===== src/rtl/assert_macros.svh =====
// ----------------------------------------------------------------------------
// assert_macros.svh
// shared concurrent assertion macros, clocked on clk_i, reset on rst_ni
// ----------------------------------------------------------------------------
`ifndef ASSERT_MACROS_SVH
`define ASSERT_MACROS_SVH

// property checked at every rising clock edge outside reset
`define ASSERT_CLK(name, prop, msg) \
  name: assert property (@(posedge clk_i) disable iff (!rst_ni) (prop)) else $error(msg);

// implication checked at every rising clock edge outside reset
`define ASSERT_IMPL(name, ante, cons, msg) \
  name: assert property (@(posedge clk_i) disable iff (!rst_ni) (ante) |-> (cons)) \
    else $error(msg);

`endif


===== src/rtl/trf_pkg.sv =====
// ----------------------------------------------------------------------------
// trf_pkg
// telnet receive filter: command codes, result type and packing widths
// ----------------------------------------------------------------------------
package trf_pkg;

  localparam logic [7:0] CODE_IAC  = 8'd255;
  localparam logic [7:0] CODE_DONT = 8'd254;
  localparam logic [7:0] CODE_DO   = 8'd253;
  localparam logic [7:0] CODE_WONT = 8'd252;
  localparam logic [7:0] CODE_WILL = 8'd251;
  localparam logic [7:0] CODE_SB   = 8'd250;
  localparam logic [7:0] CODE_SE   = 8'd240;
  localparam logic [7:0] OPT_WINDOW = 8'd31;

  localparam int unsigned KIND_W  = 1;
  localparam int unsigned TDATA_W = 40;

  localparam logic [KIND_W-1:0] KIND_DATA   = 1'b0;
  localparam logic [KIND_W-1:0] KIND_WINDOW = 1'b1;

  typedef struct packed {
    logic [15:0]       window_rows;
    logic [15:0]       window_columns;
    logic [7:0]        user_byte;
    logic [KIND_W-1:0] result_kind;
  } trf_result_t;

  typedef struct packed {
    logic consume;
    logic out_ready;
  } trf_flow_t;

endpackage


===== src/rtl/trf_in_stage.sv =====
// ----------------------------------------------------------------------------
// trf_in_stage
// input register: holds one received byte until the parser takes it
// ----------------------------------------------------------------------------
module trf_in_stage import trf_pkg::*; (
  input  logic       clk_i,
  input  logic       rst_ni,
  input  logic       in_valid_i,
  output logic       in_ready_o,
  input  logic [7:0] in_byte_i,
  input  trf_flow_t  flow_i,
  output logic       byte_valid_o,
  output logic [7:0] byte_o
);

  logic       valid_q, valid_d;
  logic [7:0] byte_q;

  assign in_ready_o = !valid_q || flow_i.consume;

  always_comb begin
    valid_d = valid_q;
    if (in_ready_o) begin
      valid_d = in_valid_i;
    end
  end

  always_ff @(posedge clk_i or negedge rst_ni) begin
    if (!rst_ni) begin
      valid_q <= 1'b0;
    end else begin
      valid_q <= valid_d;
    end
  end

  always_ff @(posedge clk_i) begin
    if (in_ready_o && in_valid_i) begin
      byte_q <= in_byte_i;
    end
  end

  assign byte_valid_o = valid_q;
  assign byte_o       = byte_q;

endmodule


===== src/rtl/trf_parser.sv =====
// ----------------------------------------------------------------------------
// trf_parser
// telnet command state machine, subnegotiation capture and window report
// ----------------------------------------------------------------------------
module trf_parser import trf_pkg::*; (
  input  logic        clk_i,
  input  logic        rst_ni,
  input  logic        cfg_we_i,
  input  logic        cfg_wdata_i,
  input  logic        fire_i,
  input  logic [7:0]  rx_byte_i,
  output logic        res_valid_o,
  output trf_result_t res_o
);

  localparam logic [2:0] PH_DATA     = 3'd0;
  localparam logic [2:0] PH_IAC      = 3'd1;
  localparam logic [2:0] PH_OPTION   = 3'd2;
  localparam logic [2:0] PH_SB_OPT   = 3'd3;
  localparam logic [2:0] PH_SB_DATA  = 3'd4;
  localparam logic [2:0] PH_SB_IAC   = 3'd5;
  localparam logic [2:0] PH_SB_OPIAC = 3'd6;

  localparam logic [2:0] KEEP_MAX = 3'd4;

  logic [2:0]  phase_q, phase_d;
  logic [7:0]  opt_q, opt_d;
  logic [2:0]  cnt_q, cnt_d, cnt_1;
  logic [31:0] pay_q, pay_d, pay_1;
  logic        en_q;
  logic        clr, keep_iac, keep_byte, finish;

  always_comb begin
    phase_d     = phase_q;
    opt_d       = opt_q;
    clr         = 1'b0;
    keep_iac    = 1'b0;
    keep_byte   = 1'b0;
    finish      = 1'b0;
    res_valid_o = 1'b0;
    res_o       = '0;
    case (phase_q)
      PH_IAC: begin
        phase_d = PH_DATA;
        if (rx_byte_i == CODE_IAC) begin
          res_valid_o         = 1'b1;
          res_o.result_kind   = KIND_DATA;
          res_o.user_byte     = CODE_IAC;
        end else if (rx_byte_i inside {[CODE_WILL:CODE_DONT]}) begin
          phase_d = PH_OPTION;
        end else if (rx_byte_i == CODE_SB) begin
          clr     = 1'b1;
          opt_d   = '0;
          phase_d = PH_SB_OPT;
        end
      end
      PH_OPTION: begin
        phase_d = PH_DATA;
      end
      PH_SB_OPT: begin
        opt_d   = rx_byte_i;
        phase_d = (rx_byte_i == CODE_IAC) ? PH_SB_OPIAC : PH_SB_DATA;
      end
      PH_SB_OPIAC: begin
        if (rx_byte_i == CODE_SE) begin
          finish = 1'b1;
        end else if (rx_byte_i == CODE_IAC) begin
          phase_d = PH_SB_IAC;
        end else begin
          keep_byte = 1'b1;
          phase_d   = PH_SB_DATA;
        end
      end
      PH_SB_DATA: begin
        if (rx_byte_i == CODE_IAC) begin
          phase_d = PH_SB_IAC;
        end else begin
          keep_byte = 1'b1;
        end
      end
      PH_SB_IAC: begin
        if (rx_byte_i == CODE_SE) begin
          finish = 1'b1;
        end else begin
          keep_iac = 1'b1;
          if (rx_byte_i != CODE_IAC) begin
            keep_byte = 1'b1;
            phase_d   = PH_SB_DATA;
          end
        end
      end
      default: begin
        if (rx_byte_i == CODE_IAC) begin
          phase_d = PH_IAC;
        end else begin
          phase_d           = PH_DATA;
          res_valid_o       = 1'b1;
          res_o.result_kind = KIND_DATA;
          res_o.user_byte   = rx_byte_i;
        end
      end
    endcase

    if (finish) begin
      phase_d = PH_DATA;
      if (opt_q == OPT_WINDOW && cnt_q >= KEEP_MAX && en_q) begin
        res_valid_o          = 1'b1;
        res_o.result_kind    = KIND_WINDOW;
        res_o.window_columns = pay_q[31:16];
        res_o.window_rows    = pay_q[15:0];
      end
    end

    // first kept byte: the escaped iac
    pay_1 = pay_q;
    cnt_1 = cnt_q;
    if (keep_iac && cnt_q < KEEP_MAX) begin
      pay_1 = {pay_q[23:0], CODE_IAC};
      cnt_1 = cnt_q + 3'd1;
    end

    // second kept byte: the received byte
    pay_d = pay_1;
    cnt_d = cnt_1;
    if (keep_byte && cnt_1 < KEEP_MAX) begin
      pay_d = {pay_1[23:0], rx_byte_i};
      cnt_d = cnt_1 + 3'd1;
    end

    if (clr) begin
      pay_d = '0;
      cnt_d = '0;
    end
  end

  always_ff @(posedge clk_i or negedge rst_ni) begin
    if (!rst_ni) begin
      phase_q <= PH_DATA;
      opt_q   <= '0;
      cnt_q   <= '0;
      pay_q   <= '0;
      en_q    <= 1'b1;
    end else begin
      if (fire_i) begin
        phase_q <= phase_d;
        opt_q   <= opt_d;
        cnt_q   <= cnt_d;
        pay_q   <= pay_d;
      end
      if (cfg_we_i) begin
        en_q <= cfg_wdata_i;
      end
    end
  end

endmodule


===== src/rtl/trf_out_stage.sv =====
// ----------------------------------------------------------------------------
// trf_out_stage
// result register toward the output stream; m_axis_tready reaches the input side combinationally
// ----------------------------------------------------------------------------
module trf_out_stage import trf_pkg::*; (
  input  logic        clk_i,
  input  logic        rst_ni,
  input  logic        byte_valid_i,
  input  logic        res_valid_i,
  input  trf_result_t res_i,
  output trf_flow_t   flow_o,
  output logic        out_valid_o,
  input  logic        out_ready_i,
  output trf_result_t out_o
);

  logic        valid_q, valid_d;
  trf_result_t res_q;

  assign flow_o.out_ready = !valid_q || out_ready_i;
  assign flow_o.consume   = byte_valid_i && flow_o.out_ready;

  always_comb begin
    valid_d = valid_q;
    if (flow_o.out_ready) begin
      valid_d = flow_o.consume && res_valid_i;
    end
  end

  always_ff @(posedge clk_i or negedge rst_ni) begin
    if (!rst_ni) begin
      valid_q <= 1'b0;
    end else begin
      valid_q <= valid_d;
    end
  end

  always_ff @(posedge clk_i) begin
    if (flow_o.consume && res_valid_i) begin
      res_q <= res_i;
    end
  end

  assign out_valid_o = valid_q;
  assign out_o       = res_q;

endmodule


===== src/rtl/telnet_receive_filter.sv =====
// ----------------------------------------------------------------------------
// telnet_receive_filter
// strips telnet commands from a received byte stream, reports window size
// ----------------------------------------------------------------------------
// usage:
//   s_axis carries one received byte per transfer in tdata[7:0]
//   m_axis carries zero or one result per input byte; tuser is the kind
//   (0 user data, 1 window size), tdata holds user byte, columns, rows
//   cfg_we_i with cfg_wdata_i sets window reporting, write only when idle
// path: an accepted byte is held in the input register, then passes the parser
//   into the result register, whose contents drive m_axis
// throughput: one byte per cycle while m_axis_tready is high, set by the single
//   parser pass between the input register and the result register
// reset: both registers empty, parser in the data phase, reporting on
// stall: when m_axis_tready is low the result holds, the input register
//   still takes one more byte, then s_axis_tready drops until the result
//   transfer happens; bytes that produce no result still need the result
//   register free to pass the parser
// ----------------------------------------------------------------------------
module telnet_receive_filter import trf_pkg::*; (
  input  logic               clk_i,
  input  logic               rst_ni,
  input  logic               cfg_we_i,
  input  logic               cfg_wdata_i,
  input  logic               s_axis_tvalid,
  output logic               s_axis_tready,
  input  logic [7:0]         s_axis_tdata,   // rx_byte
  output logic               m_axis_tvalid,
  input  logic               m_axis_tready,
  output logic [TDATA_W-1:0] m_axis_tdata,   // user_byte, window_columns, window_rows
  output logic [KIND_W-1:0]  m_axis_tuser    // result_kind
);

  `include "assert_macros.svh"

  trf_flow_t   flow;
  logic        in_valid_q;
  logic [7:0]  in_byte;
  logic        res_valid;
  trf_result_t res;
  trf_result_t out_res;

  trf_in_stage u_in (
    .clk_i        (clk_i),
    .rst_ni       (rst_ni),
    .in_valid_i   (s_axis_tvalid),
    .in_ready_o   (s_axis_tready),
    .in_byte_i    (s_axis_tdata),
    .flow_i       (flow),
    .byte_valid_o (in_valid_q),
    .byte_o       (in_byte)
  );

  trf_parser u_parser (
    .clk_i       (clk_i),
    .rst_ni      (rst_ni),
    .cfg_we_i    (cfg_we_i),
    .cfg_wdata_i (cfg_wdata_i),
    .fire_i      (flow.consume),
    .rx_byte_i   (in_byte),
    .res_valid_o (res_valid),
    .res_o       (res)
  );

  trf_out_stage u_out (
    .clk_i        (clk_i),
    .rst_ni       (rst_ni),
    .byte_valid_i (in_valid_q),
    .res_valid_i  (res_valid),
    .res_i        (res),
    .flow_o       (flow),
    .out_valid_o  (m_axis_tvalid),
    .out_ready_i  (m_axis_tready),
    .out_o        (out_res)
  );

  assign m_axis_tdata = {out_res.window_rows, out_res.window_columns, out_res.user_byte};
  assign m_axis_tuser = out_res.result_kind;

  `ASSERT_IMPL(a_ready_low_full, !s_axis_tready, in_valid_q && !flow.consume,
    "input side stalled without a held byte")
  `ASSERT_IMPL(a_window_no_byte, m_axis_tvalid && m_axis_tuser == KIND_WINDOW,
    m_axis_tdata[7:0] == 8'd0, "window result carries a data byte")
  `ASSERT_IMPL(a_data_no_window, m_axis_tvalid && m_axis_tuser == KIND_DATA,
    m_axis_tdata[TDATA_W-1:8] == '0, "data result carries window size")
  `ASSERT_IMPL(a_consume_frees, flow.consume && !s_axis_tvalid, ##1 !in_valid_q,
    "consumed byte not released")

endmodule


===== config.mk =====
export PLATFORM = sky130hd
export DESIGN_NAME = telnet_receive_filter
export DESIGN_NICKNAME = d
export VERILOG_FILES = /design/src/rtl/trf_pkg.sv /design/src/rtl/trf_in_stage.sv /design/src/rtl/trf_parser.sv /design/src/rtl/trf_out_stage.sv /design/src/rtl/telnet_receive_filter.sv
export VERILOG_INCLUDE_DIRS = /design/src /design/src/rtl
export SDC_FILE = /design/constraint.sdc
export NUM_CORES = 1
export LEC_CHECK = 0
export ABC_CLOCK_PERIOD_IN_PS = 10800
export BUFFER_PORTS_ARGS = -buffer_cell sky130_fd_sc_hd__buf_4
export CAP_MARGIN = 5
export CORE_MARGIN = 5
export CORE_UTILIZATION = 35
export DETAILED_ROUTE_END_ITERATION = 8
export PLACE_DENSITY_LB_ADDON = 0.12
export SLEW_MARGIN = 40
export SYNTH_ARGS = -nofsm -noshare
export SYNTH_HDL_FRONTEND = slang
export SYNTH_SLANG_ARGS = --single-unit

===== constraint.sdc =====
create_clock -name clk_i -period 10.8 [get_ports clk_i]
set_input_delay 0.54 -clock clk_i [delete_from_list [all_inputs] [get_ports clk_i]]
set_output_delay 0.54 -clock clk_i [all_outputs]
set_load 0.01 [all_outputs]

==> results of run 1 <==
==> synthesized netlist by cell type, types with 4 or more instances <==
cell | instances | area share [%]
edfxtp_1 | 49 | 34
and2_1 | 41 | 6.0
inv_1 | 4 | 0.35
nand2_1 | 18 | 1.6
a221o_1 | 15 | 3.5
clkbuf_1 | 8 | 0.70
a21oi_1 | 12 | 1.4
nor2_1 | 6 | 0.53
and3_1 | 7 | 1.0
a22o_1 | 7 | 1.4
o2bb2ai_1 | 7 | 1.4
dfrtp_1 | 48 | 28
nand3_1 | 11 | 1.3
a21oi_2 | 4 | 0.82
o21ai_0 | 6 | 0.70
o211ai_1 | 17 | 3.0
==> metrics by stage <==
stage | total power [mW] | instances | hold slack, ns | setup WS (ns)
2_1_floorplan | 0.729 | 322 | 0.244 | 6.64
3_3_place_gp | 0.849 | 513 | 0.490 | 7.75
3_5_place_dp | 0.868 | 515 | 0.494 | 8.17
4_1_cts | 1.20 | 531 | 0.251 | 8.18
5_1_grt | 1.25 | 531 | 0.286 | 8.01
6_report | 1.18 | 531 | 0.222 | 8.18
==> state kept, by name, indices dropped and copies added, names as in the netlist <==
name and cells:
u_parser.opt_q 8, u_in.byte_valid_o 1, u_parser.en_q 1, u_in.byte_o 8, u_parser.phase_q 3, u_out.out_o 41
u_parser.pay_q 32, u_out.out_valid_o 1, u_parser.cnt_q 3
==> critical path: stages, from the launching register on <==
cell      delay [ns]
edfxtp_1        0.51
or4_4           0.63
or2_4           0.30
nor4_4          0.29
nor2_1          0.10
nor2_4          0.29
buf_16          0.21
==> layout make-up <==
type	count	area (sq um)	share of cell area, %
Sequential cell	98	2700	51.7
Tap cell	147	184	3.52
Inverter	4	15.0	0.288
Timing Repair Buffer	61	498	9.54
Multi-Input combinational cell	205	1520	29.1
Clock inverter	6	63.8	1.22
Clock buffer	10	239	4.58
==> report_power, final <==
part / switching (mW) / total, mW / internal (mW)
Sequential: 0.0630 / 0.546 / 0.483
Clock: 0.140 / 0.326 / 0.186
Combinational: 0.176 / 0.312 / 0.136
==> kinds of logic after synthesis <==
| logic type | synth area share [%] |
|---|---|
| compound gates | 17.9 |
| xor+xnor | 0.613 |
| fa+ha+maj | 0.583 |
| buf+inv | 2.19 |
| flops | 62.9 |
| mux | 1.02 |
| simple gates | 14.8 |
==> path summary, 6_finish.rpt <==
| path | start | to | slack [ns] | cells after the start |
|---|---|---|---|---|
| worst max-delay path | u_in.byte_o[2] | u_out.out_o[34] | 8.18 | 6 |
| worst min-delay path | rst_ni | u_parser.phase_q[0] | 0.22 | 1 |
| worst max register to register | u_in.byte_o[2] | u_out.out_o[34] | 8.18 | 6 |
| worst min register to register | u_parser.opt_q[0] | u_parser.opt_q[0] | 0.50 | 1 |
| max in group asynchronous | rst_ni | u_parser.pay_q[5] | 10.12 | 1 |
| min in group clk_i | s_axis_tdata[5] | u_in.byte_o[5] | 0.37 | 1 |
==> layer usage <==
layer / GRT usage (%) / wire, microns / vias to the layer above
met5: 0 / 0 / -
met4: 6.44 / 238 / 0
met3: 3.60 / 409 / 19
met2: 22.9 / 4830 / 76
met1: 18.3 / 4340 / 1468
li1: - / - / 1353
==> cells in the final DEF, fill, tap and decap left out, types with 9 or more instances in the layout <==
cell / netlist / final
edfxtp_1: 49 / 49
dfrtp_1: 48 / 48
and2_1: 41 / 41
a221o_1: 15 / 15
o211ai_1: 17 / 17
nand2_1: 18 / 18
buf_4: 3 / 59
nand3_1: 11 / 11
a21oi_1: 12 / 12
clkbuf_16: 0 / 9
==> impl_metrics.yaml, run 1 <==
critical_path:
  start_kind: "flip-flop"
  worstPathMaxFanout: 20
  cp-end-kind: "flip-flop"
  criticalPathCategory: "reg -> reg"
  required_ns: 10.86
  worst_ep_arrival_time_ns: 2.68
sta:
  setup_violations: 0
  final.min_clock_period_ns: 2.62
  hold_violations: 0
  drv_slew: 0
  fin_crit_sh_pct: 24.3
  tightest_slew_ns: 0.737
  rsz0062_at_grt: "false"
  tns_ns: 0
  clock.fmax_ghz: 0.381
  maxSlewHeadroom_pct: 50.8
  finalClockSkew_ns: 0.00904
yosys:
  synth_area_sq_um: 4290
  ys_seq_area_share_pct: 62.9
  synth_edf_count: 49
  postSynthCellCount: 322
  synth_seq_cells: 98
  synthesis.nets: 338
  ys.flop_type: "edfxtp_1"
  async_reset_ff_share_pct: 50.0
  yosysUniqueCellTypes: 58
  yosys_warnings: 0
  synth_area_per_cell_sq_um: 13.3
clocking:
  ctsResizeCount: 0
  clkSinkCount: 98
  clk_latency_ns: 0.35
  ctsRootBufferMaster: "clkbuf_16"
  cts_tree: "yes"
  postCtsSetupBuffers: 0
  clk_pin_slew_ns: 0.07
  numCtsBuffers: 9
  htree_num_levels: 3
  cts_buffer_depth: 2
  hold_buffers: 0
finish:
  drive_above_1_share_pct: 26.6
  nets: 395
  final_util_pct: 43.4
  stdcell_area_sq_um: 5220
  area_growth_pct: 21.7
  fillCellCount: 1137
  insertedDiodeCount: 0
floorplan:
  dieWidth_microns: 121
  die_area_sq_um: 14600
  ios: 57
  rows: 40
  die_h_microns: 121
  initial_core_util_pct: 35.7
  coreArea_sq_um: 12000
grt:
  grt_max_degree: 50
  grt_antenna_before_repair: 0
  grt_pass1_vias: 2968
  grt_pass1_wl_microns: 16100
  grt_usage_pct: 14.3
  grt_overflow: 0
placed_design:
  port_buffers: 56
  place_area_sq_um: 4920
  globalplace.congestion: 0.809
  hpwl_microns: 6740
power_and_ir_drop:
  p_leak_nw: 2.13
  cellPowerDensity_nw_per_um2: 227
  vdd_ir_drop_max_mv: 0.0993
drt:
  wl_per_cell_microns: 18.5
  drt_wl_total_microns: 9820
  firstDrtPassIters: 4
  drt-initial-drc-count: 185
  vias: 2916
  drc: 0
  via_per_inst: 5.49
  drtAntennaViolNets: 0
outcome:
  status: "complete, no violations"
min_path:
  worstHoldPathType: "in -> async"
run:
  maxCapViolCount: 0
No activity file was read; power rests on OpenSTA's default activity.
==> inputs of run 2 (changes only) <==
--- a/config.mk
+++ b/config.mk
@@ -6,7 +6,8 @@
 export SDC_FILE = /design/constraint.sdc
 export NUM_CORES = 1
 export LEC_CHECK = 0
-export ABC_CLOCK_PERIOD_IN_PS = 10800
+export ABC_AREA = 1
+export ABC_CLOCK_PERIOD_IN_PS = 2620
 export BUFFER_PORTS_ARGS = -buffer_cell sky130_fd_sc_hd__buf_4
 export CAP_MARGIN = 5
 export CORE_MARGIN = 5
==> constraint.sdc (replaced) <==
create_clock -name clk_i -period 2.62 [get_ports clk_i]
set_input_delay 0.131 -clock clk_i [delete_from_list [all_inputs] [get_ports clk_i]]
set_output_delay 0.131 -clock clk_i [all_outputs]
set_load 0.01 [all_outputs]
==> run 2 against run 1 <==
Net effect:
- sequential power rose to 4.4 times the previous value
- via count up 28%
- clock power rose to 4.0 times the previous value
- first-iteration DRC count up 19%
- maximum frequency up 18%
- sequential cell count unchanged
- synthesized cell count up 73%
- critical path type unchanged
- largest power group unchanged
==> impl_metrics.yaml, run 2 <==
power_and_ir_drop:
  power_switching_mw: 2.05
  pwr-share-comb_pct: 34.6
  p_int_mw: 3.59
  cellPowerDensity_nw_per_um2: 982
  p_clk_share_pct: 23.1
  swShare_pct: 36.4
  finalPower_mw: 5.64
  p_leak_nw: 2.77
  power_frac_seq_pct: 42.3
  vdd_ir_drop_max_mv: 0.430
yosys:
  yosys.cell_count.top_type: "nand2_1"
  synthTopCellsByCount: "195 x nand2_1, 72 x inv_1, 56 x nor2_1, 49 x edfxtp_1, 48 x dfrtp_1"
  synth_compound_area_share_pct: 5.74
  synthesis.nets: 572
  synth_edf_count: 49
  synth_mux_area_share_pct: 0.239
  yosysUniqueCellTypes: 34
  synth_fa_ha_area_share_pct: 0.532
  synth_seq_cells: 98
  synth_top_family_by_area: "simple AND/OR/NAND/NOR gates"
  synthXorXnorAreaFrac_pct: 0.532
  yosysTopAreaCell: "edfxtp_1"
  postSynthCellCount: 556
  synth_area_sq_um: 4710
  synth-simple-area-share_pct: 27.3
  ys_seq_area_share_pct: 57.3
  ys.flop_type: "edfxtp_1"
  synth_area_per_cell_sq_um: 8.47
  synth.top_cell.area_share_pct: 31.3
  yosys_warnings: 0
  async_reset_ff_share_pct: 50.0
  synth.area.top_cells: "edfxtp_1 31%, dfrtp_1 26%, nand2_1 16%"
floorplan:
  dieWidth_microns: 126
  initial_core_util_pct: 35.7
  die_area_sq_um: 15900
  coreArea_sq_um: 13200
  ios: 57
  rows: 42
  die_h_microns: 126
critical_path:
  slowest_delay_ns: 0.39
  cp-end-kind: "flip-flop"
  r2r_end: "u_out.out_o[14]"
  worstPathCellList: "inv_1 -> nand2_1 -> nor2_2 -> nand3_1 -> nor3_1 -> nor2_1 -> nor2_4 -> buf_4"
  worstPathMaxFanout: 30
  endpoint: "u_out.out_o[14]"
  timing.critical_path.slowest_stage_cell: "edfxtp_1"
  worst_ep_arrival_time_ns: 2.23
  criticalPathCategory: "reg -> reg"
  r2r_cells: 8
  required_ns: 2.63
  start_kind: "flip-flop"
  crit_start: "u_in.byte_o[2]"
  reg2reg_slack_ns: 0.40
  r2r_start: "u_in.byte_o[2]"
finish:
  nets: 641
  drive_above_1_share_pct: 15.6
  largest_register_ffs: 41
  final_common_cell: "nand2_1"
  area_growth_pct: 22.1
  final_cell_mix: "195 x nand2_1, 72 x inv_1, 64 x buf_4"
  final_util_pct: 43.6
  insertedDiodeCount: 0
clocking:
  clkSinkCount: 98
  clk_pin_slew_ns: 0.07
  cts_buffer_depth: 2
  ctsRootBufferMaster: "clkbuf_16"
  cts_tree: "yes"
  clk_latency_ns: 0.36
  htree_num_levels: 3
  numCtsBuffers: 9
sta:
  fin_crit_sh_pct: 84.8
  holdWs_ns: 0.0221
  clock.fmax_ghz: 0.450
  final.min_clock_period_ns: 2.22
  maxSlewHeadroom_pct: 53.1
  setup_violations: 0
  tns_ns: 0
  tightest_slew_ns: 0.703
  drv_slew: 0
  rsz0062_at_grt: "false"
  finalClockSkew_ns: 0.00960
  hold_violations: 0
drt:
  via_per_inst: 4.65
  vias: 3746
  firstDrtPassIters: 4
  wl_per_cell_microns: 13.9
  drtAntennaViolNets: 0
  drt_wl_total_microns: 11200
  drt-initial-drc-count: 221
  drc: 0
placed_design:
  hpwl_microns: 7770
  port_buffers: 56
  globalplace.congestion: 0.931
outcome:
  status: "complete, no violations"
grt:
  grt_usage_pct: 14.8
  grt_max_degree: 50
  grt_pass1_vias: 3766
  grt_overflow: 0
  grt_antenna_before_repair: 0
  grt_pass1_wl_microns: 18800
min_path:
  worstHoldPathType: "in -> reg"
run:
  maxCapViolCount: 0
## run 2: layout make-up
class                   count  area (sq um)
flip-flops and latches     98          2700
multi-input cells         363          1630
clock buffers              10           229
well taps                 176           220
clock inverters             6          57.6
inverters                  76           285
fillers                  1312          7440
repair buffers             77           631
## run 2: logic make-up after synthesis
group,count (synthesis)
AO/OA/AOI/OAI,49
XOR/XNOR,2
adder cells (fa/ha/maj),2
buffers and inverters,95
flip-flops,98
multiplexers,1
AND/OR/NAND/NOR,309
## run 2: layer usage
metal	global-route usage, %	share of wire [%]	wire length [microns]
met1	19.7	48	5360
met2	22.3	45	5070
met3	3.90	4.0	452
met4	7.76	3.1	353
met5	0	0	0
## run 2: repair_timing
item	CTS	global route
hold endpoints to repair	58	0
resized for setup	0	0
setup buffers	0	0
hold buffers	11	0
## run 2: critical path, delay by kind of cell (launching register included)
family	cells	cell delay, ns
buf+inv	2	0.50
flops	1	0.39
simple gates	6	0.95
## run 2: how the worst min path moves through the flow
stage / cells after the start / from / to / slack [ns]
floorplan: 0 / rst_ni / u_in.byte_valid_o / -0.16
global placement: 1 / rst_ni / u_parser.pay_q[29] / 0.21
detailed placement: 1 / rst_ni / u_parser.pay_q[29] / 0.22
CTS: 2 / cfg_we_i / u_parser.en_q / 0.01
global route: 2 / cfg_we_i / u_parser.en_q / 0.01
finish: 2 / cfg_we_i / u_parser.en_q / 0.02
## run 2: through the flow
stage | instance area (sq um) | setup slack, ns | cells
3_5_place_dp | 5350 | 0.365 | 779
3_3_place_gp | 5350 | 0.310 | 779
4_1_cts | 5750 | 0.319 | 806
2_1_floorplan | 4710 | 0.0155 | 556
5_1_grt | 5750 | 0.107 | 806
6_report | 5750 | 0.399 | 806
## run 2: power by group through the flow
stage | combinational (mW) | clock [mW] | sequential, mW
3_5_place_dp | 1.96 | 0 | 2.42
4_1_cts | 1.99 | 1.34 | 2.39
5_1_grt | 2.23 | 1.42 | 2.45
2_1_floorplan | 1.18 | 0 | 2.47
3_3_place_gp | 1.96 | 0 | 2.41
6_report | 1.95 | 1.31 | 2.39
